--- config.mk ---
export PLATFORM = sky130hd
export DESIGN_NAME = ssps_front
export DESIGN_NICKNAME = d
export VERILOG_FILES = /design/src/hw/rtl/spherical_shell_point_sampler_defines.svh /design/src/hw/rtl/ssps_pkg.sv /design/src/hw/rtl/ssps_front.sv
export SDC_FILE = /design/constraint.sdc
export NUM_CORES = 2
export LEC_CHECK = 0
export BUFFER_PORTS_ARGS = -buffer_cell sky130_fd_sc_hd__buf_2
export CORE_MARGIN = 3
export CORE_UTILIZATION = 40
export CTS_CLUSTER_SIZE = 40
export DETAILED_ROUTE_END_ITERATION = 8
export PLACE_DENSITY_LB_ADDON = 0.3
export SYNTH_ARGS = -nofsm -noshare
export SYNTH_HDL_FRONTEND = slang
export SYNTH_SLANG_ARGS = --single-unit
--- constraint.sdc ---
create_clock -name clk -period 9.7 [get_ports clk]
set_input_delay 0.485 -clock clk [delete_from_list [all_inputs] [get_ports clk]]
set_output_delay 0.485 -clock clk [all_outputs]
set_load 0.005 [all_outputs]
--- src/hw/rtl/spherical_shell_point_sampler_defines.svh ---
// assertion macros for the spherical shell point sampler
`ifndef SPHERICAL_SHELL_POINT_SAMPLER_DEFINES_SVH
`define SPHERICAL_SHELL_POINT_SAMPLER_DEFINES_SVH

// same-cycle implication, clocked on clk, off while arst_n is low
`define SSPS_ASSERT_SAME(label, ante, cons) \
	label: assert property (@(posedge clk) disable iff (!arst_n) (ante) |-> (cons)) \
		else $error("ssps: same-cycle check failed");

// next-cycle implication, clocked on clk, off while arst_n is low
`define SSPS_ASSERT_NEXT(label, ante, cons) \
	label: assert property (@(posedge clk) disable iff (!arst_n) (ante) |=> (cons)) \
		else $error("ssps: next-cycle check failed");

`endif

--- src/hw/rtl/ssps_pkg.sv ---
// shared types and constants of the spherical shell point sampler
package ssps_pkg;

	localparam int COORD_FRAC_BITS_DEF  = 15;
	localparam int RADIUS_FRAC_BITS_DEF = 8;

	// square root of (1 - s) in q.30: one result bit per stage
	localparam int SQ_DIGITS = 31;
	localparam int SQ_RAD_W  = 2 * SQ_DIGITS;
	// cube root of u * 2^15: one result bit per stage
	localparam int CB_DIGITS = 21;
	localparam int CB_RAD_W  = 3 * CB_DIGITS;

	localparam int PREP_STAGES = 5;
	localparam int MATH_STAGES = 3;

	localparam int QDEPTH = 4;
	localparam int S_W    = 31;
	localparam logic [S_W-1:0] ONE_Q30 = S_W'(1) << 30;

	localparam int CFG_ADDR_W = 4;
	localparam logic [1:0] REG_SHELL_MODE = 2'd0;
	localparam logic [1:0] REG_RADIUS_MIN = 2'd1;
	localparam logic [1:0] REG_RADIUS_MAX = 2'd2;

	typedef struct packed {
		logic signed [15:0] rand_a;
		logic signed [15:0] rand_b;
		logic [15:0]        rand_radial;
	} in_item_t;

	typedef struct packed {
		logic signed [23:0] point_x;
		logic signed [23:0] point_y;
		logic signed [23:0] point_z;
	} out_item_t;

	// accepted pair waiting for the back end
	typedef struct packed {
		logic signed [15:0] a;
		logic signed [15:0] b;
		logic [15:0]        frac;
		logic [S_W-1:0]     s;
	} qent_t;

	typedef struct packed {
		logic        shell_mode;
		logic [15:0] radius_min;
		logic [15:0] radius_max;
	} cfg_t;

	typedef struct packed {
		logic issue;
		logic busy;
	} bstat_t;

endpackage

--- src/hw/rtl/ssps_front.sv ---
// front end: squares the pair, drops points outside the unit disk, queues the rest
module ssps_front (
	input  logic             clk,
	input  logic             arst_n,
	input  logic             push,
	input  ssps_pkg::in_item_t sample,
	output logic             full,
	input  logic             pop,
	output ssps_pkg::qent_t  head,
	output logic             head_valid
);

	localparam int PW = $clog2(ssps_pkg::QDEPTH);
	localparam int CW = PW + 1;

	logic accept;
	logic v_s1;
	logic signed [15:0] a_s1, b_s1;
	logic [15:0] frac_s1;
	logic [30:0] aa_s1, bb_s1;
	logic signed [31:0] sqa, sqb;
	logic [31:0] s_sum;
	logic keep, wr;
	logic [CW:0] used;

	ssps_pkg::qent_t mem_q [ssps_pkg::QDEPTH];
	logic [PW-1:0] wptr_q, rptr_q;
	logic [CW-1:0] cnt_q;

	assign accept = push && !full;
	assign sqa = sample.rand_a * sample.rand_a;
	assign sqb = sample.rand_b * sample.rand_b;

	always_ff @(posedge clk or negedge arst_n) begin
		if (!arst_n) begin
			v_s1 <= 1'b0;
		end else begin
			v_s1 <= accept;
		end
	end

	always_ff @(posedge clk) begin
		if (accept) begin
			a_s1    <= sample.rand_a;
			b_s1    <= sample.rand_b;
			frac_s1 <= sample.rand_radial;
			aa_s1   <= sqa[30:0];
			bb_s1   <= sqb[30:0];
		end
	end

	assign s_sum = {1'b0, aa_s1} + {1'b0, bb_s1};
	assign keep  = s_sum <= {1'b0, ssps_pkg::ONE_Q30};
	assign wr    = v_s1 && keep;

	// an item still in the square stage holds a queue slot
	assign used = {1'b0, cnt_q} + (CW + 1)'(v_s1);
	assign full = used >= (CW + 1)'(ssps_pkg::QDEPTH);

	always_ff @(posedge clk) begin
		if (wr) begin
			mem_q[wptr_q] <= '{a: a_s1, b: b_s1, frac: frac_s1, s: s_sum[30:0]};
		end
	end

	always_ff @(posedge clk or negedge arst_n) begin
		if (!arst_n) begin
			wptr_q <= '0;
			rptr_q <= '0;
			cnt_q  <= '0;
		end else begin
			if (wr) begin
				wptr_q <= wptr_q + PW'(1);
			end
			if (pop) begin
				rptr_q <= rptr_q + PW'(1);
			end
			cnt_q <= cnt_q + CW'(wr) - CW'(pop);
		end
	end

	assign head       = mem_q[rptr_q];
	assign head_valid = cnt_q != '0;

endmodule

* Word-level counts from Yosys, hierarchy flattened *
Memory sizes are Yosys's and may differ from the RTL's.
Index checks and enable logic that the tools add are counted.
Widths: inputs -> output; s select.

storage, ports and cells
  register bits after elaboration = 118
  RAM bits = 316
  bits of input ports = 52
  output and inout bits = 81
  memories kept = 1

operators by class
  add/subtract/negate cells = 6
  multipliers = 2
  magnitude comparators = 2
  muxes and demuxes = 2
  reductions and logical operators = 4

memory list
  name   depth  width  read ports  clocked after Yosys merged registers in  write ports  line              RTL
  mem_q  4      79     1           0                                        1            ssps_front.sv:26  ssps_pkg::qent_t mem_q [ssps_pkg::QDEPTH];

operators by type and width
  cell                  number
  $mul 16x16->31        2
  $add 31x31->32        1
  $le 32x31->1 const B  1
  $add 2x1->2 const B   2
  $add 3x1->4           1
  $ge 4x3->1 const B    1
  $add 3x1->3           1
  $reduce_bool 3->1     1
  $sub 3x1->3           1
  $logic_and 1x1->1     2
  $mux 1                2
  $logic_not 1->1       1

* Logic depth before layout (Yosys ltp) *
  depth in word-level cells = 5
  gate-level depth with buffers = 25
  depth with buffers taken out = 25

* Worst setup path before layout *
OpenSTA, ideal clock, no wires.

  path kind = reg2reg
  from = reg aa_s1[7]
  to = mem mem_q[0][0] in the netlist's numbering (enable)
  arrival = 6.590 ns
  data required time = 9.183 ns
  path slack = 2.593 ns
  stages on the path, launching flop included = 12
  path buffers = 0
  clock period less this slack = 7.107 ns
  path through = edfxtp_1 ha_1 a21o_1 or3_4 o21a_4 o2111a_1 or3_1 a2111oi_0 or4b_4 nor4_4 a21boi_2 nor2_1

on the way
  word-level cells in the longest chain between the ends = 5

ends and longest elaborated chain
  element                       line              RTL
  start, declared               ssps_front.sv:20  logic [30:0] aa_s1, bb_s1;
  start signal, assigned        ssps_front.sv:47  aa_s1 <= sqa[30:0];
  $add 31x31->32                ssps_front.sv:52  assign s_sum = {1'b0, aa_s1} + {1'b0, bb_s1};
  $le 32x31->1                  ssps_front.sv:53  assign keep = s_sum <= {1'b0, ssps_pkg::ONE_Q30};
  $logic_and 1x1->1             ssps_front.sv:54  assign wr = v_s1 && keep;
  $mux 1                        ssps_front.sv:61  if (wr) begin
  $mux 1 (implied by the code)  ssps_front.sv:62  mem_q[wptr_q] <= '{a: a_s1, b: b_s1, frac: frac_s1, s: s_sum[30:0]};
  end, declared                 ssps_front.sv:26

Every way passes these cells.

* Worst setup path after layout *
  from = in sample[29] in the netlist's numbering
  to = reg bb_s1[30] (data pin)

on the way
  word-level cells in the longest chain between the ends = 1

ends and longest elaborated chain
  element               line              RTL
  start, declared       ssps_front.sv:6   input ssps_pkg::in_item_t sample,
  $mul 16x16->31        ssps_front.sv:32  assign sqb = sample.rand_b * sample.rand_b;
  via sqb[30]           ssps_front.sv:21  logic signed [31:0] sqa, sqb;
  end signal, assigned  ssps_front.sv:48  bb_s1 <= sqb[30:0];
  end, declared         ssps_front.sv:20

The timed path passes the listed nets, and every way through them passes these cells.
A chain may end at the register's enable or synchronous reset.

==> metrics <==
Crit. Startpoint=sample[29]; crit path DAT=6.91 ns; gate count of the mapped netlist=2766; most frequent cells in the layout=inv_1 (663), fa_1 (459), edfxtp_1 (422), ha_1 (210), nand2_1 (193); Hold Path Cell Cnt=1; Site Rows=106; TritonCTS clock tree=yes; drt drc=0; unrepaired setup endpoints after global routing=false; nets=3605; syn_nets=3487; port bufs=132; CTS H-tree depth=2; FF-to-FF setup slack=3.72 ns; Root Buffer=clkbuf_16; Synth cell types=79; Worst-Margin Slew=1.12 ns; fmax=151 MHz; leading area contributor after synthesis=edfxtp_1; Reg clk slew, reported paths=0.06 ns; Fin Clk Skew=0.0185 ns; synth warn=0; area grow syn2layout=9.94%; Critical Path RT=10.00 ns; CP most frequent cell=fa_1; Horiz. Die Dim=299 um; top cell type's share of synthesized area=37.0%; initial core utilization=40.7%; Avg Cell Area, Syn=12.4 um2; core area=84200 um2; hold_ws=0.0850 ns; drt wl/cell=17.4 um; vias in the first global route=21475; CP max-delay cell=fa_1; grt ovf=0; Post-DRT Antenna Nets=0; GPL Wtd Cong=0.863; Primary FF master, synth=edfxtp_1; worst r2r src=aa_s1[6]; TritonCTS Buffers=44; setup TNS=0 ns; drt first pass iters=5; fraction of registers with async set/reset=1.86%; Final setup viols=0; crit share post-route=68.1%; critical path class=in2reg; CP Capture Point=bb_s1[30]; number of vias per cell=4.94; crit start category=input port; status=finished, final reports clean; Sinks on Clock Net=430; critical path's largest stage delay=0.52 ns; Die Y=299 um; clock latency at the later pin of the worst-skew pair=0.58 ns; First DRT Iteration DRCs=1099; worst min path class=in2reg; FF+latch count, synth=430; Hold Fails Final Rpt=0; crit-path max FO=11; Final Max Tran Viols=0; All-Layer GR Usage=16.5%; post-synthesis sequential area ratio=37.6%; top cells by area, synth=edfxtp_1 (37%), fa_1 (27%), ha_1 (7.7%); Worst R2R End=mem_q[0][49]; R2R cell count=12; most common cell after layout, fill and taps aside=inv_1; CP endpoint kind=register; DP Wirelength=53500 um; I/O pin count=133; total routed wirelength=70700 um; largest net degree at the start of global routing=61; ratio of cells with drive above 1 in the final layout=11.5%; EDFF count, synth=422; min Tclk post-route=6.61 ns; Post-Syn Area=34300 um2; Total Die Area=89200 um2; n_diodes=0; via count=20019; first-pass GRT wire length=116000 um; crit-path cells=buf_2 > clkinv_1 > nor2_1 > ha_1 > xor2_1 > fa_1 > fa_1 > inv_1 > fa_1 > fa_1 > inv_1 > fa_1 > inv_1 > ha_1 > a211oi_1 > inv_1 > a211oi_1 > o31ai_1 > o21ba_2 > o31a_1 > o21a_1 > a211o_1 > a21oi_1 > xnor2_1; Slew HR=25.4%; initial antenna violation count=1; maximum clock path buffer count=3; total of max-cap violations=0
-- worst min path at each step --
stage / startpoint / end
6_report: sample[4] / frac_s1[4]
5_1_grt: sample[5] / frac_s1[5]
4_1_cts: sample[4] / frac_s1[4]
3_5_place_dp: arst_n / rptr_q[0]
3_3_place_gp: arst_n / rptr_q[0]
2_1_floorplan: arst_n / cnt_q[0]
-- worst max-delay path, delay by kind of cell --
kind | cells | cell delay (ns)
adders and majority gates | 7 | 3.09
AOI/OAI and AO/OA | 8 | 1.98
buffers and inverters | 6 | 0.83
xor gates and xnor gates | 2 | 0.28
and+or+nand+nor | 1 | 0.24
-- final cells by class --
cell class              count  area [um2]
fillers                  7682       46500
flip-flops and latches    430       12900
clock buffers              54        1140
inverters                 666        2500
repair buffers            144         753
well taps                1134        1420
clock inverters            28         349
multi-input cells        1598       18600
-- kinds of logic after synthesis --
kind of cell	Yosys count	synth area share (%)
xor gates and xnor gates	109	2.79
buffers and inverters	738	8.17
AOI/OAI and AO/OA	258	4.98
muxes	82	5.29
adders and majority gates	669	34.5
and+or+nand+nor	480	6.72
DFF	430	37.6
-- flip-flops by register name, indices dropped and copies added, names as in the netlist --
name	cells
bb_s1	29
b_s1	16
frac_s1	16
v_s1	1
cnt_q	3
wptr_q	2
rptr_q	2
aa_s1	29
mem_q	316
a_s1	16
-- layer usage --
layer | GRT usage [%] | part of all wire [%] | vias up
li1 | - | - | 9219
met1 | 21.8 | 42 | 10291
met3 | 2.03 | 4.4 | 102
met5 | 0 | 0.018 | -
met2 | 28.9 | 51 | 405
met4 | 4.07 | 2.3 | 2
-- stage by stage --
step                cell area [um2]  utilization [%]  cells  setup slack (ns)
finish                        37700             44.7   4054              3.09
global route                  37700             44.7   4054              2.75
global placement              36200             43.0   3971              2.63
CTS                           37700             44.7   4054              3.12
floorplan                     34300                -   2766              2.59
detailed placement            36200             43.0   3971              2.51
-- cells in the mapped netlist (all sizes together), types with 3 or more instances --
library cell,number
or3,12
edfxtp,422
nand2,193
a21boi,4
dfrtp,8
a221oi,6
a21o,31
o21a,16
o211a,3
nor2b,10
o22ai,4
o211ai,6
a211oi,9
a21oi,70
o21bai,10
mux4,79
a31oi,7
o2111ai,4
a31o,9
xnor2,83
or2,9
a211o,4
o31ai,3
ha,210
o21ai,54
nor3,16
nor2,96
buf,15
and2,75
nand2b,16
nand3,19
inv,663
clkbuf,57
xor2,26
clkinv,3
and3,11
nand4,9
fa,459
-- what timing repair did --
item | in CTS | in global routing
hold endpoints to repair | 8 | 0
resized for setup | 0 | 0
buffers inserted | 0 | 0
hold buffers | 1 | 0
setup endpoints to repair | 0 | 0
Power is left out: the tool's default activity adds up to more than one toggle a clock period on the data nets, which glitch-free logic cannot reach.
